### src/sv/nur_replacement_policy_macros.svh
// Assertion macros for the NUR replacement policy block.
// Included by the modules that carry concurrent checks; no other dependencies.
`ifndef NUR_REPLACEMENT_POLICY_MACROS_SVH
`define NUR_REPLACEMENT_POLICY_MACROS_SVH
`ifndef SYNTHESIS
// Overlapping implication, checked on every rising edge outside reset.
`define NUR_ASSERT_IMP(label, clk, rst_n, ante, cons) \
	label: assert property (@(posedge clk) disable iff (!rst_n) (ante) |-> (cons)) \
		else $error("nur_replacement_policy: check failed");
// Non-overlapping implication: the consequent is checked in the cycle after the antecedent.
`define NUR_ASSERT_NEXT(label, clk, rst_n, ante, cons) \
	label: assert property (@(posedge clk) disable iff (!rst_n) (ante) |=> (cons)) \
		else $error("nur_replacement_policy: check failed");
`else
`define NUR_ASSERT_IMP(label, clk, rst_n, ante, cons)
`define NUR_ASSERT_NEXT(label, clk, rst_n, ante, cons)
`endif
`endif

### src/sv/nur_pkg.sv
// Shared types and constants of the NUR replacement policy block.
// Used by nur_ctrl and the top level nur_replacement_policy.
package nur_pkg;

	localparam int NUM_BLOCKS_DEF = 16;
	localparam int CNT_W          = 16;
	localparam int IDX_W          = 4;
	localparam logic [CNT_W-1:0] THR_RESET = 16'd8;

	typedef enum logic [1:0] {
		CMD_READ    = 2'd0,
		CMD_WRITE   = 2'd1,
		CMD_REPLACE = 2'd2,
		CMD_INVAL   = 2'd3
	} cmd_t;

	// One word of the block state memory.
	typedef struct packed {
		logic valid;
		logic referenced;
		logic modified;
	} entry_t;

	typedef struct packed {
		logic             deref_done;
		logic             victim_was_modified;
		logic [IDX_W-1:0] victim_index;
	} res_t;

endpackage

### src/sv/nur_ram.sv
// Generic single-port-write, single-port-read RAM with a registered read.
// No dependencies.
module nur_ram #(
	parameter int WIDTH = 8,
	parameter int DEPTH = 16,
	localparam int AW   = (DEPTH > 1) ? $clog2(DEPTH) : 1
) (
	input  logic             clk,
	input  logic             we,
	input  logic [AW-1:0]    waddr,
	input  logic [WIDTH-1:0] wdata,
	input  logic             re,
	input  logic [AW-1:0]    raddr,
	output logic [WIDTH-1:0] rdata
);

	logic [WIDTH-1:0] mem [DEPTH];

	always_ff @(posedge clk) begin
		if (we) begin
			mem[waddr] <= wdata;
		end
		if (re) begin
			rdata <= mem[raddr];
		end
	end

endmodule

### src/sv/nur_ctrl.sv
// Sequencer of the NUR replacement policy: access counter, clear flags,
// read-modify-write of the block state memory, victim scan and result register.
// Depends on nur_pkg and nur_replacement_policy_macros.svh.
`include "nur_replacement_policy_macros.svh"
module nur_ctrl
	import nur_pkg::*;
#(
	parameter int NUM_BLOCKS = NUM_BLOCKS_DEF,
	localparam int AW        = (NUM_BLOCKS > 1) ? $clog2(NUM_BLOCKS) : 1,
	localparam int PW        = $clog2(NUM_BLOCKS + 1)
) (
	input  logic             clk,
	input  logic             arst_n,
	input  logic             in_valid,
	output logic             in_ready,
	input  cmd_t             in_cmd,
	input  logic [IDX_W-1:0] in_idx,
	input  logic [CNT_W-1:0] thr,
	output logic             out_valid,
	input  logic             out_ready,
	output res_t             out_res,
	output logic             ram_we,
	output logic [AW-1:0]    ram_waddr,
	output entry_t           ram_wdata,
	output logic             ram_re,
	output logic [AW-1:0]    ram_raddr,
	input  entry_t           ram_rdata
);

	typedef enum logic [2:0] {
		S_IDLE,
		S_ACC,
		S_SCAN,
		S_VWR,
		S_RES
	} state_t;

	state_t              state_q;
	logic [CNT_W-1:0]    cnt_q;
	// A set flag means the memory copy of that bit is stale and reads as zero.
	logic [NUM_BLOCKS-1:0] ref_clr_q;
	logic [NUM_BLOCKS-1:0] val_clr_q;
	logic [NUM_BLOCKS-1:0] mod_clr_q;
	cmd_t                cmd_q;
	logic [AW-1:0]       acc_addr_q;
	logic                acc_hit_q;
	logic [PW-1:0]       ptr_q;
	logic                rvalid_s1;
	logic [AW-1:0]       raddr_s1;
	logic                found_inv_q;
	logic [AW-1:0]       inv_idx_q;
	logic                inv_ref_q;
	logic [2:0]          best_cls_q;
	logic [AW-1:0]       best_idx_q;
	logic                best_ref_q;
	logic                best_mod_q;
	res_t                res_q;
	logic                out_valid_q;
	res_t                out_res_q;

	logic             accept;
	logic             is_access;
	logic [CNT_W-1:0] cnt_inc;
	logic [CNT_W-1:0] chk_val;
	logic             chk_hit;
	logic             idx_ok;
	entry_t           rd_eff;
	logic [1:0]       rd_cls;
	logic             scan_last;
	logic [AW-1:0]    vic_idx;
	logic             vic_ref;
	logic             out_free;
	logic             out_load;

	assign in_ready  = (state_q == S_IDLE);
	assign accept    = in_valid && in_ready;
	assign is_access = (in_cmd == CMD_READ) || (in_cmd == CMD_WRITE);
	assign cnt_inc   = (cnt_q == {CNT_W{1'b1}}) ? cnt_q : cnt_q + 1'b1;
	assign chk_val   = (in_cmd == CMD_INVAL) ? cnt_q : cnt_inc;
	assign chk_hit   = (chk_val >= thr);
	assign idx_ok    = (32'(in_idx) < NUM_BLOCKS);
	assign out_free  = !out_valid_q || out_ready;
	assign out_load  = (state_q == S_RES) && out_free;

	always_comb begin
		rd_eff.valid      = ram_rdata.valid && !val_clr_q[raddr_s1];
		rd_eff.referenced = ram_rdata.referenced && !ref_clr_q[raddr_s1];
		rd_eff.modified   = ram_rdata.modified && !mod_clr_q[raddr_s1];
	end

	assign rd_cls    = {rd_eff.referenced, rd_eff.modified};
	assign scan_last = rvalid_s1 && (raddr_s1 == AW'(NUM_BLOCKS - 1));
	assign vic_idx   = found_inv_q ? inv_idx_q : best_idx_q;
	assign vic_ref   = found_inv_q ? inv_ref_q : best_ref_q;

	always_comb begin
		ram_re    = 1'b0;
		ram_raddr = '0;
		if (accept && in_cmd != CMD_INVAL) begin
			ram_re    = 1'b1;
			ram_raddr = (in_cmd == CMD_REPLACE) ? '0 : AW'(in_idx);
		end else if (state_q == S_SCAN && ptr_q < PW'(NUM_BLOCKS)) begin
			ram_re    = 1'b1;
			ram_raddr = ptr_q[AW-1:0];
		end
	end

	always_comb begin
		ram_we    = 1'b0;
		ram_waddr = acc_addr_q;
		ram_wdata = '{valid: rd_eff.valid, referenced: 1'b1,
			modified: rd_eff.modified || (cmd_q == CMD_WRITE)};
		case (state_q)
			S_ACC: begin
				ram_we = acc_hit_q;
			end
			S_VWR: begin
				ram_we    = 1'b1;
				ram_waddr = vic_idx;
				ram_wdata = '{valid: 1'b1, referenced: vic_ref, modified: 1'b0};
			end
			default: begin
				ram_we = 1'b0;
			end
		endcase
	end

	always_ff @(posedge clk or negedge arst_n) begin
		if (!arst_n) begin
			state_q     <= S_IDLE;
			cnt_q       <= '0;
			ref_clr_q   <= '1;
			val_clr_q   <= '1;
			mod_clr_q   <= '1;
			cmd_q       <= CMD_READ;
			acc_addr_q  <= '0;
			acc_hit_q   <= 1'b0;
			ptr_q       <= '0;
			rvalid_s1   <= 1'b0;
			raddr_s1    <= '0;
			found_inv_q <= 1'b0;
			inv_idx_q   <= '0;
			inv_ref_q   <= 1'b0;
			best_cls_q  <= 3'd4;
			best_idx_q  <= '0;
			best_ref_q  <= 1'b0;
			best_mod_q  <= 1'b0;
			res_q       <= '0;
			out_valid_q <= 1'b0;
			out_res_q   <= '0;
		end else begin
			rvalid_s1 <= ram_re;
			raddr_s1  <= ram_raddr;
			if (out_load) begin
				out_res_q   <= res_q;
				out_valid_q <= 1'b1;
			end else if (out_ready) begin
				out_valid_q <= 1'b0;
			end
			if (ram_we) begin
				ref_clr_q[ram_waddr] <= 1'b0;
				val_clr_q[ram_waddr] <= 1'b0;
				mod_clr_q[ram_waddr] <= 1'b0;
			end
			case (state_q)
				S_IDLE: begin
					if (accept) begin
						cmd_q      <= in_cmd;
						acc_addr_q <= AW'(in_idx);
						acc_hit_q  <= idx_ok;
						if (is_access) begin
							cnt_q <= chk_hit ? '0 : cnt_inc;
							res_q <= '{deref_done: chk_hit, victim_was_modified: 1'b0,
								victim_index: '0};
							if (chk_hit) begin
								ref_clr_q <= '1;
							end
							state_q <= S_ACC;
						end else if (in_cmd == CMD_REPLACE) begin
							res_q       <= '0;
							ptr_q       <= PW'(1);
							found_inv_q <= 1'b0;
							best_cls_q  <= 3'd4;
							state_q     <= S_SCAN;
						end else begin
							val_clr_q <= '1;
							res_q     <= '{deref_done: chk_hit, victim_was_modified: 1'b0,
								victim_index: '0};
							if (chk_hit) begin
								cnt_q     <= '0;
								ref_clr_q <= '1;
							end
							state_q <= S_RES;
						end
					end
				end
				S_ACC: begin
					state_q <= S_RES;
				end
				S_SCAN: begin
					if (ram_re) begin
						ptr_q <= ptr_q + 1'b1;
					end
					if (rvalid_s1) begin
						if (!rd_eff.valid) begin
							if (!found_inv_q) begin
								found_inv_q <= 1'b1;
								inv_idx_q   <= raddr_s1;
								inv_ref_q   <= rd_eff.referenced;
							end
						end else if ({1'b0, rd_cls} < best_cls_q) begin
							best_cls_q <= {1'b0, rd_cls};
							best_idx_q <= raddr_s1;
							best_ref_q <= rd_eff.referenced;
							best_mod_q <= rd_eff.modified;
						end
					end
					if (scan_last) begin
						state_q <= S_VWR;
					end
				end
				S_VWR: begin
					res_q   <= '{deref_done: 1'b0,
						victim_was_modified: !found_inv_q && best_mod_q,
						victim_index: IDX_W'(vic_idx)};
					state_q <= S_RES;
				end
				S_RES: begin
					if (out_free) begin
						state_q <= S_IDLE;
					end
				end
				default: begin
					state_q <= S_IDLE;
				end
			endcase
		end
	end

	assign out_valid = out_valid_q;
	assign out_res   = out_res_q;

	`NUR_ASSERT_IMP(a_we_state, clk, arst_n, ram_we, state_q == S_ACC || state_q == S_VWR)
	`NUR_ASSERT_NEXT(a_replace_scan, clk, arst_n, accept && in_cmd == CMD_REPLACE, state_q == S_SCAN)
	`NUR_ASSERT_IMP(a_out_load, clk, arst_n, $rose(out_valid_q), $past(state_q) == S_RES)
	`NUR_ASSERT_IMP(a_done_no_wb, clk, arst_n, out_valid_q && out_res_q.deref_done, !out_res_q.victim_was_modified)

endmodule

### src/sv/nur_replacement_policy.sv
// Channel   | Dir | Contents
// s_axis    | in  | tuser[1:0] command; tdata[3:0] block_index
// m_axis    | out | tdata[3:0] victim_index, [4] victim_was_modified, [5] deref_done
// cfg       | in  | cfg_we / cfg_wdata write deref_threshold
//
// A read or write passes through a memory read, the write-back in S_ACC and the result
// stage S_RES; invalidate goes straight to S_RES. A replace runs a scan that reads the
// state memory one block per cycle through its single read port, then S_VWR and S_RES.
// One item is in flight at a time; the result register lets the next item in while a
// result waits for m_axis_tready. Reset needs no clearing pass: per-block stale flags
// make every block read as invalid, unreferenced and unmodified until it is written.
// Top level of the NUR replacement policy; depends on nur_pkg, nur_ctrl and nur_ram.
module nur_replacement_policy
	import nur_pkg::*;
#(
	parameter int NUM_BLOCKS = NUM_BLOCKS_DEF
) (
	input  logic             clk,
	input  logic             arst_n,
	input  logic             s_axis_tvalid,
	output logic             s_axis_tready,
	input  logic [7:0]       s_axis_tdata,  // [3:0] block_index, [7:4] zero
	input  logic [1:0]       s_axis_tuser,  // [1:0] command
	output logic             m_axis_tvalid,
	input  logic             m_axis_tready,
	output logic [7:0]       m_axis_tdata,  // [3:0] victim_index, [4] victim_was_modified,
	                                        // [5] deref_done, [7:6] zero
	input  logic             cfg_we,
	input  logic [CNT_W-1:0] cfg_wdata
);

	localparam int AW = (NUM_BLOCKS > 1) ? $clog2(NUM_BLOCKS) : 1;

	logic [CNT_W-1:0] thr_q;
	res_t             res;
	logic             ram_we;
	logic [AW-1:0]    ram_waddr;
	entry_t           ram_wdata;
	logic             ram_re;
	logic [AW-1:0]    ram_raddr;
	entry_t           ram_rdata;

	always_ff @(posedge clk or negedge arst_n) begin
		if (!arst_n) begin
			thr_q <= THR_RESET;
		end else if (cfg_we) begin
			thr_q <= cfg_wdata;
		end
	end

	nur_ctrl #(
		.NUM_BLOCKS(NUM_BLOCKS)
	) u_ctrl (
		.clk       (clk),
		.arst_n    (arst_n),
		.in_valid  (s_axis_tvalid),
		.in_ready  (s_axis_tready),
		.in_cmd    (cmd_t'(s_axis_tuser)),
		.in_idx    (s_axis_tdata[IDX_W-1:0]),
		.thr       (thr_q),
		.out_valid (m_axis_tvalid),
		.out_ready (m_axis_tready),
		.out_res   (res),
		.ram_we    (ram_we),
		.ram_waddr (ram_waddr),
		.ram_wdata (ram_wdata),
		.ram_re    (ram_re),
		.ram_raddr (ram_raddr),
		.ram_rdata (ram_rdata)
	);

	nur_ram #(
		.WIDTH($bits(entry_t)),
		.DEPTH(NUM_BLOCKS)
	) u_ram (
		.clk   (clk),
		.we    (ram_we),
		.waddr (ram_waddr),
		.wdata (ram_wdata),
		.re    (ram_re),
		.raddr (ram_raddr),
		.rdata (ram_rdata)
	);

	assign m_axis_tdata = {2'b00, res.deref_done, res.victim_was_modified, res.victim_index};

endmodule
### config.mk
export PLATFORM = sky130hd
export DESIGN_NAME = nur_replacement_policy
export DESIGN_NICKNAME = d
export VERILOG_FILES = /design/src/sv/nur_pkg.sv /design/src/sv/nur_ram.sv /design/src/sv/nur_ctrl.sv /design/src/sv/nur_replacement_policy.sv
export VERILOG_INCLUDE_DIRS = /design/src /design/src/sv
export SDC_FILE = /design/constraint.sdc
export NUM_CORES = 1
export LEC_CHECK = 0
export BUFFER_PORTS_ARGS = -buffer_cell sky130_fd_sc_hd__buf_2
export CAP_MARGIN = 20
export CELL_PAD_IN_SITES_DETAIL_PLACEMENT = 0
export CELL_PAD_IN_SITES_GLOBAL_PLACEMENT = 2
export CORE_UTILIZATION = 45
export DETAILED_ROUTE_END_ITERATION = 7
export GPL_TIMING_DRIVEN = 0
export PLACE_DENSITY_LB_ADDON = 0.3
export SLEW_MARGIN = 40
export SYNTH_ARGS = -nofsm -noshare
export SYNTH_HDL_FRONTEND = slang
export SYNTH_HIERARCHICAL = 1
export SYNTH_SLANG_ARGS = --single-unit
### constraint.sdc
create_clock -name clk -period 11.55 [get_ports clk]
set_input_delay 2.8875 -clock clk [delete_from_list [all_inputs] [get_ports clk]]
set_output_delay 2.8875 -clock clk [all_outputs]
set_load 0.02 [all_outputs]
* Word level (Yosys, flattened, before mapping)
Memory sizes are Yosys's and may differ from the RTL's. A register that Yosys moved wholly into a read port is not among the register bits. Cells that the tools add are included.
Cells by class: $add $sub $neg 2, multiply operators 0, divide/modulo/power cells 0, order comparisons 6, equal/unequal tests 22, shift-type cells 0, multiplexer cells 67, bitwise operators 6, reductions and logical operators 34
Operator list (number):
- $mux W16 | 17
- $and A16 B16 Y16 | 3
- $mux W3 | 12
- $mux W4 | 5
- $mux W5 | 4
- $mux W6 | 3
- $add A16 B1 Y16 const B | 1
- $eq A16 B16 Y1 const B | 1
- $ge A16 B16 Y1 | 1
- $mux W1 | 16
- $not A16 Y16 | 1
- $bmux W1 S4 | 3
- $ne A2 B1 Y1 const B | 6
- $ne A2 B2 Y1 const B | 6
- $pmux W3 S4 | 1
- $pmux W6 S2 | 1
- $reduce_and A4 Y1 | 3
- $logic_and A1 B1 Y1 | 10
- $lt A4 B5 Y1 const B | 2
- $pmux W5 S2 | 1
- $reduce_bool A2 Y1 | 4
- $reduce_and A7 Y1 | 1
- $eq A3 B2 Y1 const B | 2
- $pmux W3 S2 | 1
- other kinds (21) | 32
Storage, ports and cells: bits in registers 128, bits in latches 0, bits in writable memories 48, ROM bits 0, input port bits 31, output and inout bits 10, word-level logic and storage cells 164, memories kept 1
Memory list:
- u_ram.mem | words 16, bits a word 3, read ports 1, clocked after Yosys merged registers in 1, write ports 1, RTL line nur_ram.sv:17 | logic [WIDTH-1:0] mem [DEPTH];

* Longest topological paths before layout
Gate-level depths: netlist of run 1.
depth after elaboration 14, depth in mapped cells 19, depth with buffers taken out 15

* Cells and area by module
The synthesis of run 1 kept the hierarchy.
Modules (own cells, without submodules):
- nur_ctrl | instances 1, cells each 605, area an instance 5992.0 um^2, sequential area each 2864.0 um^2
- nur_ram | instances 1, cells each 103, area an instance 2042.0 um^2, sequential area each 1531.5 um^2
- nur_replacement_policy | instances 1, cells each 37, area an instance 669.4 um^2, sequential area each 401.6 um^2

* Worst setup path after synthesis of run 1
OpenSTA, ideal clock, no wires.
path type input port to flip-flop, start point input port s_axis_tuser[1], end point register u_ctrl.cnt_q[7], setup time 0.082 ns, arrival time 5.813 ns, required time 11.468 ns, slack 5.655 ns, stages 16, path buffers 4, cells stage by stage clkbuf_1 and2_1 clkbuf_1 nor2_1 nand2_1 xnor2_1 ha_1 a211o_1 a21oi_1 o21ai_0 a2111oi_0 o211a_1 buf_2 buf_2 nand2_1 a31oi_1
Between the ends: cells in the longest elaborated chain, start to end 5, elaborated cells between the ends (all ways) 12, classes of those cells order compare: 1; eq/ne: 4; mux: 3; reduce/logical: 4
RTL lines:
- from (decl) | RTL line nur_replacement_policy.sv:23 | input logic [1:0] s_axis_tuser,
- $eq A2 B2 Y1 | RTL line nur_ctrl.sv:79 | assign chk_val = (in_cmd == CMD_INVAL) ? cnt_q : cnt_inc;
- $mux W16 | RTL line nur_ctrl.sv:79
- $ge A16 B16 Y1 | RTL line nur_ctrl.sv:80 | assign chk_hit = (chk_val >= thr);
- $reduce_bool A2 Y1 (no line) or $mux W16 (tied branches)
- $reduce_and A4 Y1 (no line) or $mux W16 (tied branches)
- to (signal assigned) | RTL line nur_ctrl.sv:172 | cnt_q <= chk_hit ? '0 : cnt_inc;
- to (decl) | RTL line nur_ctrl.sv:39 | logic [CNT_W-1:0] cnt_q;
Several ways; a longest one is shown, not always the timed one. A chain may end at the register's enable or synchronous reset.

* Final worst setup path of run 1
start point input port s_axis_tuser[1], end point register u_ctrl.ref_clr_q[11]
Between the ends: cells in the longest elaborated chain, start to end 8, elaborated cells between the ends (all ways) 12, classes of those cells order compare: 1; eq/ne: 3; mux: 6; reduce/logical: 2
RTL lines:
- $eq A2 B2 Y1 | RTL line nur_ctrl.sv:79
- $mux W16 | RTL line nur_ctrl.sv:79
- $ge A16 B16 Y1 | RTL line nur_ctrl.sv:80
- $mux W16 | RTL line nur_ctrl.sv:175, nur_ctrl.sv:189
- $mux W16 | RTL line nur_ctrl.sv:179 | end else if (in_cmd == CMD_REPLACE) begin
- $mux W16 * | RTL line nur_ctrl.sv:171 | if (is_access) begin
- $mux W16 * | RTL line nur_ctrl.sv:167 | if (accept) begin
- $mux W16 * | RTL line nur_ctrl.sv:165 | case (state_q)
- to (signal, indexed assignment) | RTL line nur_ctrl.sv:161 | ref_clr_q[ram_waddr] <= 1'b0;
- to (signal assigned) | RTL line nur_ctrl.sv:176 | ref_clr_q <= '1;
- to (signal assigned) | RTL line nur_ctrl.sv:191 | ref_clr_q <= '1;
- to (decl) | RTL line nur_ctrl.sv:41 | logic [NUM_BLOCKS-1:0] ref_clr_q;
Every way passes the cells marked *; elsewhere a longest branch is shown, timed or not.

==> impl_metrics.yaml, run 1 <==
worst_setup_path:
  startpoint_type: "input port"
  worst_r2r_path_depth: 17
  crit_path_start: "s_axis_tuser[1]"
  slowest_stage: "a2111oi_1"
  cp_num_buf_inv: 3
  cpPeakStageDelay_ns: 0.58
  r2r-end: "u_ctrl/ref_clr_q[11]$_DFF_PN1_"
  endpoint_kind: "flop"
  cp.required_ns: 11.89
  worstPathArrival_ns: 6.84
  crit_family: "compound AO/OA/AOI/OAI gates"
  r2r-start: "u_ctrl/cnt_q[7]$_DFFE_PN0P_"
  r2r_slack_ns: 6.61
  worst-path-max-fanout: 10
  path_cells: "clkbuf_1 -> and2_1 -> clkbuf_1 -> nor2_1 -> nand2_1 -> xnor2_1 -> ha_1 -> a211o_1 -> a21oi_1 -> o21ai_0 -> a2111oi_1 -> o21ai_0 -> nand2_1 -> clkbuf_1 -> o21ai_0"
  crit_type: "in2reg"
worst_hold_path:
  hold_end: "u_ctrl/mod_clr_q[4]$_DFFE_PN1P_"
  hold_depth: 1
  hp-class: "reg2reg"
  hold_path_startpoint: "u_ctrl/mod_clr_q[4]$_DFFE_PN1P_"
clock_tree:
  clockRootBuffer: "clkbuf_16"
  clkSinkCount: 179
  cts_resized: 0
  cts_tree: "built"
  path_clk_slew_ns: 0.07
  postCtsSetupRepairBufs: 0
  postCtsHoldBufs: 0
  insertion_delay_ns: 0.44
  cts_buffers: 17
  cts_buffer_depth: 2
  htreeDepth: 4
final_layout:
  fin_nets: 848
  area_growth_pct: 13.4
  seq_area_um2: 4800
  layout-drive-gt1-share_pct: 22.3
  fin_util_pct: 52.4
  diodes: 0
  fillers: 1646
  multi_input_area_um2: 3550
timing:
  whs_ns: 0.458
  fin_skew_ns: 0.0165
  clock.fmax_mhz: 154
  slew_viol_final: 0
  finalHoldViolations: 0
  worst_pin_slew_ns: 0.779
  rsz0062_at_grt: "no"
  fin_crit_sh_pct: 56.3
  min_period_ns: 6.50
  setup-tns-final_ns: 0
  slew_headroom_pct: 48.0
  finalSetupViolCount: 0
grt:
  grtUsageTotal_pct: 22.0
  grt_pass1_vias: 6144
  grt_max_degree: 66
  grt_overflow: 0
  antenna_found_initial: 0
  grt_pass1_wl_mm: 32.8
place:
  placement.io_buffers: 32
  dpl.hpwl_mm: 14.8
  gp_congestion: 0.871
route:
  totalWireLength_mm: 20.5
  post_drt_via_cell_ratio: 5.54
  drc: 0
  ant_nets: 0
  wl_per_cell_um: 19.1
  vias: 5937
  firstDrtPassIters: 5
  dr.first_iter.drc_count: 322
synth:
  yosys_register_bits: 179
  yosys_most_used_dff: "dfrtp_1"
  netlist_top_cells_area: "dfrtp_1, edfxtp_1, dfstp_2, mux4_1, nand2_1"
  seq_area_frac_synth_pct: 55.1
  yosysMostFrequentCell: "nand2_1"
  synthArstFlopShare_pct: 71.5
  syn-instance-count: 745
  synth_area_um2: 8700
  synth.distinct_cells: 64
  avgSynthCellArea_um2: 11.7
  ys_top_cells_by_count: "nand2_1, dfrtp_1, edfxtp_1"
  netlist.area_leader.share_pct: 22.4
  synth-edff-count: 51
  yosysTopAreaCell: "dfrtp_1"
  synth_warnings: 6
floorplanning:
  die-area_um2: 19900
  die_h_um: 141
  std_cell_rows: 50
  coreArea_um2: 18800
  io_pins: 41
  die_width_um: 141
  start_util_pct: 46.2
power_and_ir_drop:
  p_leak_nw: 4.22
  power-per-cell-area_nw_per_um2: 219
  peakVddDrop_v: 0.000105
status:
  status: "finished, final reports clean"
run:
  maxCapViolCount: 0
==> cells by family after synthesis <==
family | synth area share (%)
AOI/OAI and AO/OA | 11.1
xor gates and xnor gates | 1.01
adders and majority gates | 2.73
buffers and inverters | 4.21
DFF | 55.1
muxes | 13.2
other | 0.0431
and+or+nand+nor | 12.7
==> layout make-up <==
type	instances	area share, %
timing repair buffer	33	2.00
buffer	33	1.97
multi-input combinational	488	36.0
inverter	46	1.75
clock buffer	17	4.31
tap	260	3.30
sequential	179	48.6
clock inverter	15	2.04
==> worst max path at each step <==
stage | end | slack, ns | depth (start not counted)
after floorplan | u_ctrl/cnt_q[7]$_DFFE_PN0P_ | 5.65 | 16
after global placement | u_ctrl/ref_clr_q[11]$_DFF_PN1_ | 4.41 | 15
after detailed placement | u_ctrl/ref_clr_q[11]$_DFF_PN1_ | 4.35 | 15
after CTS | u_ctrl/ref_clr_q[11]$_DFF_PN1_ | 4.83 | 15
after global routing | u_ctrl/ref_clr_q[11]$_DFF_PN1_ | 4.59 | 15
final | u_ctrl/ref_clr_q[11]$_DFF_PN1_ | 5.05 | 15
==> worst reg2reg max path, stage by stage (launching register included) <==
cell       delay [ns]
dfrtp_1          0.32
clkbuf_1         0.31
and4_1           0.24
clkbuf_1         0.21
nand4_1          0.21
nor3_1           0.49
nor2_1           0.29
nand2_1          0.15
xnor2_1          0.16
ha_1             0.29
a211o_1          0.25
a21oi_1          0.10
o21ai_0          0.10
a2111oi_1        0.58
o21ai_0          0.18
nand2_1          0.36
clkbuf_1         0.43
o21ai_0          0.16
==> registers in the layout, summed over array words and instances (netlist names), 5 cells and up <==
signal / flops
u_ctrl/mod_clr_q: 16
u_ctrl/cnt_q: 16
u_ram/mem: 48
u_ctrl/val_clr_q: 16
u_ctrl/ptr_q: 5
u_ctrl/out_res: 6
u_ctrl/ref_clr_q: 16
thr_q: 16
u_ctrl/res_q: 6
==> power by group <==
group,switching (W),internal [W],total (W)
combinational,0.000393,0.000266,0.000659
clock,0.000298,0.000301,0.000599
sequential,0.0000759,0.000831,0.000907
total,0.000767,0.00140,0.00217
==> through the flow <==
step                      instance area, um2  cells  setup slack [ns]  total power, W
after floorplan                         8710    746              5.65         0.00137
after global placement                  9190   1038              4.41         0.00155
after global routing                    9870   1071              4.59         0.00229
final                                   9870   1071              5.05         0.00217
after detailed placement                9230   1039              4.35         0.00157
after CTS                               9860   1071              4.83         0.00218
==> cell usage in the layout, fill, tap and decap left out, types with 5 or more instances in the layout <==
cell type	Yosys	routed
a21o_1	7	7
a21oi_1	37	36
a22o_1	5	5
a31oi_1	12	11
and2_1	9	9
and3_1	9	9
buf_2	4	35
clkbuf_1	20	20
clkbuf_16	0	17
dfrtp_1	78	78
dfstp_2	50	50
edfxtp_1	51	51
ha_1	19	19
inv_1	46	46
mux2_2	22	22
mux2_4	15	15
mux2i_1	9	9
mux4_1	17	17
mux4_2	6	6
nand2_1	91	91
nand2b_1	8	8
nand3_1	23	23
nor2_1	49	49
nor2b_1	17	17
nor3_1	10	10
o21ai_0	49	48
xnor2_1	8	8
==> per-layer routing <==
metal | vias up | GRT usage [%] | part of all wire (%)
li1 | 2804 | - | -
met2 | 123 | 39.7 | 53
met3 | 23 | 3.60 | 3.7
met1 | 2987 | 26.2 | 42
met4 | 0 | 8.24 | 1.7
met5 | - | 0 | 0
(Power assumes the default switching activity.)
==> run 2, diff against run 1 <==
ABC_AREA = 1   (was default)
CORE_UTILIZATION = 34   (was 45)
clock period = 5.5 ns   (was 11.55 ns; I/O delays follow)
==> impl_metrics.yaml, run 2 <==
status:
  status: "complete, but fails checks"
  violations: "design-rule violations"
clock_tree:
  insertion_delay_ns: 0.44
  clkSinkCount: 179
  postCtsSetupRepairBufs: 0
  cts_buffers: 17
  clockRootBuffer: "clkbuf_16"
  cts_tree: "built"
  cts_buffer_depth: 2
  postCtsHoldBufs: 0
  path_clk_slew_ns: 0.07
  cts_resized: 0
  htreeDepth: 4
worst_setup_path:
  cpPeakStageDelay_ns: 0.50
  endpoint_kind: "flop"
  crit_type: "in2reg"
  path_cells: "buf_2 -> nand2_1 -> clkbuf_1 -> o21ai_0 -> ha_1 -> a21oi_1 -> o21ai_0 -> a21oi_1 -> nand3_1 -> nand3_1 -> clkbuf_1 -> nand2_1"
  worstPathArrival_ns: 4.33
  startpoint_type: "input port"
  cp.required_ns: 5.84
  slowest_stage: "clkbuf_1"
  worst-path-max-fanout: 10
floorplanning:
  die_h_um: 166
  die_width_um: 166
  start_util_pct: 34.9
  io_pins: 41
  std_cell_rows: 59
  die-area_um2: 27500
  coreArea_um2: 26200
route:
  dr.first_iter.drc_count: 448
  wl_per_cell_um: 15.2
  vias: 6887
  firstDrtPassIters: 7
  ant_nets: 0
  totalWireLength_mm: 22.6
  drc: 1
  post_drt_via_cell_ratio: 4.65
place:
  placement.io_buffers: 32
  dpl.hpwl_mm: 16.7
  gp_congestion: 0.817
  dp_cells: 1450
  dp_slack_ns: 0.947
timing:
  whs_ns: 0.445
  clock.fmax_mhz: 250
  min_period_ns: 4.00
  layout_setup_ws_ns: 1.50
  worst_pin_slew_ns: 0.689
  slew_headroom_pct: 54.0
  finalSetupViolCount: 0
  fin_crit_sh_pct: 72.7
  rsz0062_at_grt: "no"
  finalHoldViolations: 0
  setup-tns-final_ns: 0
  slew_viol_final: 0
  fin_skew_ns: 0.0210
synth:
  syn-instance-count: 1079
  synth.distinct_cells: 48
  netlist.area_leader.share_pct: 21.4
  synthArstFlopShare_pct: 71.5
  avgSynthCellArea_um2: 8.47
  yosysTopAreaCell: "dfrtp_1"
  synth_warnings: 6
  yosys_most_used_dff: "dfrtp_1"
  synth_area_um2: 9140
  yosysMostFrequentCell: "nand2_1"
  netlist_top_cells_area: "dfrtp_1, edfxtp_1, dfstp_2, nand2_1, inv_1"
  yosys_register_bits: 179
  synth-edff-count: 51
  seq_area_frac_synth_pct: 52.5
  ys_top_cells_by_count: "nand2_1, inv_1, nand3_1"
final_layout:
  diodes: 0
  layoutNonFillerInstCount: 1482
  regMostFlops: "u_ram/mem"
  layout_commonest_cell: "nand2_1"
  layout_common_cells: "nand2_1, inv_1, nand3_1"
  area_growth_pct: 13.5
  layout-drive-gt1-share_pct: 18.7
  fin_nets: 1184
  largest_register_ffs: 48
  fillers: 2728
grt:
  grt_pass1_wl_mm: 36.9
  grtUsageTotal_pct: 17.3
  grt_pass1_vias: 6768
  antenna_found_initial: 0
  grt_overflow: 0
  grt_max_degree: 71
run:
  maxCapViolCount: 0
power_and_ir_drop:
  power-per-cell-area_nw_per_um2: 469
  p_leak_nw: 4.92
  peakVddDrop_v: 0.000186
worst_hold_path:
  hp-class: "reg2reg"
## run 2: cell types whose count changed in the layout (fill, tap and decap cells not counted), moves of 12 or more
cell,previous run,this run
mux2_4,15,0
nand3_1,23,80
nor2b_1,17,0
inv_1,46,145
nor2_2,0,12
mux2_2,22,0
nor2_1,49,66
o21ai_1,1,22
nand2_1,91,326
inv_2,0,22
mux4_1,17,0
nand2_2,0,13
## run 2: cell type report
cell class	instances	area (um2)	area share, %
flip-flops and latches	179	4800	46.2
multi-input cells	697	3440	33.2
inverters	171	654	6.31
clock buffers	19	443	4.27
well taps	335	419	4.04
plain buffers	33	273	2.63
repair buffers	35	210	2.03
clock inverters	13	136	1.31
## run 2: cell families after synthesis
group           Yosys count  synth area share (%)
compound gates          134                  8.23
simple gates            530                  25.3
fa+ha+maj                19                  2.60
buf+inv                 204                  10.1
other cells               1                0.0410
flops                   179                  52.5
xor+xnor                 12                  1.15
## run 2: where the power goes
group          internal (W)  switching [W]
logic              0.000541        0.00122
registers           0.00179       0.000123
clock network      0.000616       0.000579
total               0.00294        0.00192
## run 2: final timing paths
| path | depth (start not counted) | from | to | slack (ns) |
|---|---|---|---|---|
| setup / recovery | 12 | s_axis_tuser[1] | u_ctrl/ref_clr_q[12]$_DFF_PN1_ | 1.50 |
| hold / removal | 2 | u_ctrl/mod_clr_q[10]$_DFFE_PN1P_ | u_ctrl/mod_clr_q[10]$_DFFE_PN1P_ | 0.44 |
| setup reg to reg | 18 | u_ctrl/cnt_q[0]$_DFFE_PN0P_ | u_ctrl/ref_clr_q[12]$_DFF_PN1_ | 1.58 |
| hold reg to reg | 2 | u_ctrl/mod_clr_q[10]$_DFFE_PN1P_ | u_ctrl/mod_clr_q[10]$_DFFE_PN1P_ | 0.44 |
| max in group asynchronous | 2 | arst_n | u_ctrl/ref_clr_q[8]$_DFF_PN1_ | 3.85 |
| min in group asynchronous | 1 | arst_n | u_ctrl/raddr_s1[0]$_DFF_PN0_ | 0.88 |
## run 2: worst max-delay path: cells and delay by family
kind	cells	cell delay, ns
buffers and inverters	3	1.01
and+or+nand+nor	4	0.85
AOI/OAI and AO/OA	4	0.77
adders and majority gates	1	0.31
## run 2: metrics by stage
step,utilization (%),power (W),cell area (um2)
3_5_place_dp,37.3,0.00370,9780
6_report,39.6,0.00487,10400
3_3_place_gp,37.1,0.00369,9720
4_1_cts,39.5,0.00493,10400
2_1_floorplan,-,0.00314,9140
5_1_grt,39.6,0.00523,10400
## run 2: per-layer routing
metal	GRT usage, %	vias to the layer above	routed length (um)
met5	0	-	0
met4	4.59	0	184
met3	2.38	9	560
met2	27.8	99	10500
met1	24.4	3241	11300
li1	-	3538	-
==> run 3, diff against run 2 <==
CORE_UTILIZATION = 38   (was 34)
clock period = 4.1 ns   (was 5.5 ns; I/O delays follow)
==> impl_metrics.yaml, run 3 (synthesis gave the netlist of run 2 again) <==
power_and_ir_drop:
  clkPwrFrac_pct: 25.1
  swShare_pct: 39.5
  p_switching_w: 0.00260
  seqPwrFrac_pct: 39.0
  internal_power_w: 0.00398
  fin_total_pwr_w: 0.00658
  peakVddDrop_v: 0.000270
  p_leak_nw: 4.96
  power-per-cell-area_nw_per_um2: 632
  power_frac_comb_pct: 35.9
final_layout:
  diodes: 0
  layout_commonest_cell: "nand2_1"
  largest_register_ffs: 48
  fillers: 2468
  regMostFlops: "u_ram/mem"
  final_cell_area_um2: 10400
  fin_nets: 1186
  area_growth_pct: 13.9
  layout-drive-gt1-share_pct: 19.1
  layoutNonFillerInstCount: 1468
  layout_common_cells: "nand2_1, inv_1, nand3_1"
timing:
  slew_viol_final: 0
  fin_skew_ns: 0.0152
  setup-tns-final_ns: 0
  rsz0062_at_grt: "no"
  clock.fmax_mhz: 272
  finalSetupViolCount: 0
  slew_headroom_pct: 52.9
  fin_crit_sh_pct: 89.6
  finalHoldViolations: 0
  min_period_ns: 3.68
  layout_setup_ws_ns: 0.425
  worst_pin_slew_ns: 0.707
grt:
  grt_max_degree: 61
  grtUsageTotal_pct: 19.5
  antenna_found_initial: 0
  grt_pass1_wl_mm: 36.2
  grt_overflow: 0
  grt_pass1_vias: 6730
worst_setup_path:
  cpPeakStageDelay_ns: 0.42
  endpoint_kind: "flop"
  cp.required_ns: 4.42
  r2r_slack_ns: 0.42
  r2r-start: "u_ctrl/cnt_q[8]$_DFFE_PN0P_"
  r2r-end: "u_ctrl/cnt_q[13]$_DFFE_PN0P_"
  path_cells: "nand2_1 -> inv_1 -> nand3_1 -> nor3_1 -> nand2_1 -> nor2_1 -> xor2_1 -> nand2_1 -> nand2_1 -> o21ai_0 -> ha_1 -> nand4_1 -> nor3_1 -> nand3_1 -> nand3_1 -> nand3_2 -> buf_2 -> nand3_1 -> nand2_1"
  startpoint_type: "flop"
  slowest_stage: "dfrtp_1"
  worst_r2r_path_depth: 19
  worst-path-max-fanout: 10
  worstPathArrival_ns: 3.99
  crit_top_cell: "nand2_1"
  crit_type: "reg2reg"
floorplanning:
  die_h_um: 157
  std_cell_rows: 56
  start_util_pct: 38.8
  die_width_um: 157
  io_pins: 41
  die-area_um2: 24700
  coreArea_um2: 23500
clock_tree:
  htreeDepth: 4
  insertion_delay_ns: 0.44
  path_clk_slew_ns: 0.07
  clockRootBuffer: "clkbuf_16"
  postCtsHoldBufs: 0
  cts_buffer_depth: 2
  cts_buffers: 17
  clkSinkCount: 179
  cts_tree: "built"
place:
  dp_cells: 1436
  gp_congestion: 0.798
  placement.io_buffers: 32
  dpl.hpwl_mm: 16.7
  placed_area_um2: 9800
  dp_slack_ns: -0.0767
route:
  vias: 6936
  wl_per_cell_um: 15.2
  totalWireLength_mm: 22.3
  drc: 0
  firstDrtPassIters: 5
  dr.first_iter.drc_count: 320
  post_drt_via_cell_ratio: 4.72
  ant_nets: 0
worst_hold_path:
  hp-class: "in2async"
status:
  status: "finished, final reports clean"
run:
  maxCapViolCount: 0
## run 3: changes by cell type in the layout (fill, tap and decap cells not counted), moves of 2 or more
cell and change:
clkinv_4 -2, clkbuf_1 -2, buf_2 +2, clkinv_8 +3
## run 3: worst max-delay path: cells and delay by family, from the launching register on
family	cells	cell delay, ns
AND/OR/NAND/NOR	14	2.17
flip-flops	1	0.42
buffers and inverters	2	0.36
adder cells (fa/ha/maj)	1	0.35
XOR/XNOR	1	0.16
AO/OA/AOI/OAI	1	0.12
## run 3: timing repair
action,CTS,global route
endpoints found under the setup margin,0,22
endpoints found under the hold margin,0,0
buffers inserted,0,0
gates resized for setup,0,3
## run 3: cell type report
class / instances / area [um2] / share of cell area (%)
tap: 319 / 399 / 3.83
inverter: 171 / 654 / 6.29
clock inverter: 15 / 183 / 1.75
multi-input combinational: 697 / 3440 / 33.0
timing repair buffer: 37 / 240 / 2.31
clock buffer: 17 / 425 / 4.09
buffer: 33 / 274 / 2.63
sequential: 179 / 4800 / 46.1
## run 3: metrics by stage
stage / utilization [%] / hold WS (ns)
2_1_floorplan: - / 0.423
3_3_place_gp: 41.2 / 0.434
3_5_place_dp: 41.6 / 0.434
4_1_cts: 44.2 / 0.383
5_1_grt: 44.2 / 0.393
6_report: 44.2 / 0.401
## run 3: routing by layer
metal / routed length [um] / share of wire [%] / up-vias / track usage (%)
met5: 0 / 0 / - / 0
met4: 223 / 1.0 / 0 / 4.85
met3: 547 / 2.5 / 16 / 2.67
met2: 10500 / 47 / 98 / 32.1
met1: 11000 / 49 / 3286 / 27.0
li1: - / - / 3536 / -
## run 3: power by group through the flow
stage / sequential (W) / clock (W) / combinational [W]
global route: 0.00261 / 0.00176 / 0.00267
floorplan: 0.00259 / 0 / 0.00162
global placement: 0.00259 / 0 / 0.00234
detailed placement: 0.00260 / 0 / 0.00238
CTS: 0.00257 / 0.00171 / 0.00239
finish: 0.00256 / 0.00165 / 0.00236
## run 3: worst max path at each step
stage	start	slack, ns	cells after the start	to
after floorplan	s_axis_tuser[1]	0.94	13	u_ctrl/cnt_q[10]$_DFFE_PN0P_
after global placement	s_axis_tuser[1]	-0.05	14	u_ctrl/ref_clr_q[8]$_DFF_PN1_
after detailed placement	s_axis_tuser[1]	-0.08	15	u_ctrl/ref_clr_q[14]$_DFF_PN1_
after CTS	u_ctrl/cnt_q[0]$_DFFE_PN0P_	0.14	18	u_ctrl/ref_clr_q[0]$_DFF_PN1_
after global routing	u_ctrl/cnt_q[8]$_DFFE_PN0P_	0.06	19	u_ctrl/cnt_q[15]$_DFFE_PN0P_
final	u_ctrl/cnt_q[8]$_DFFE_PN0P_	0.42	19	u_ctrl/cnt_q[13]$_DFFE_PN0P_
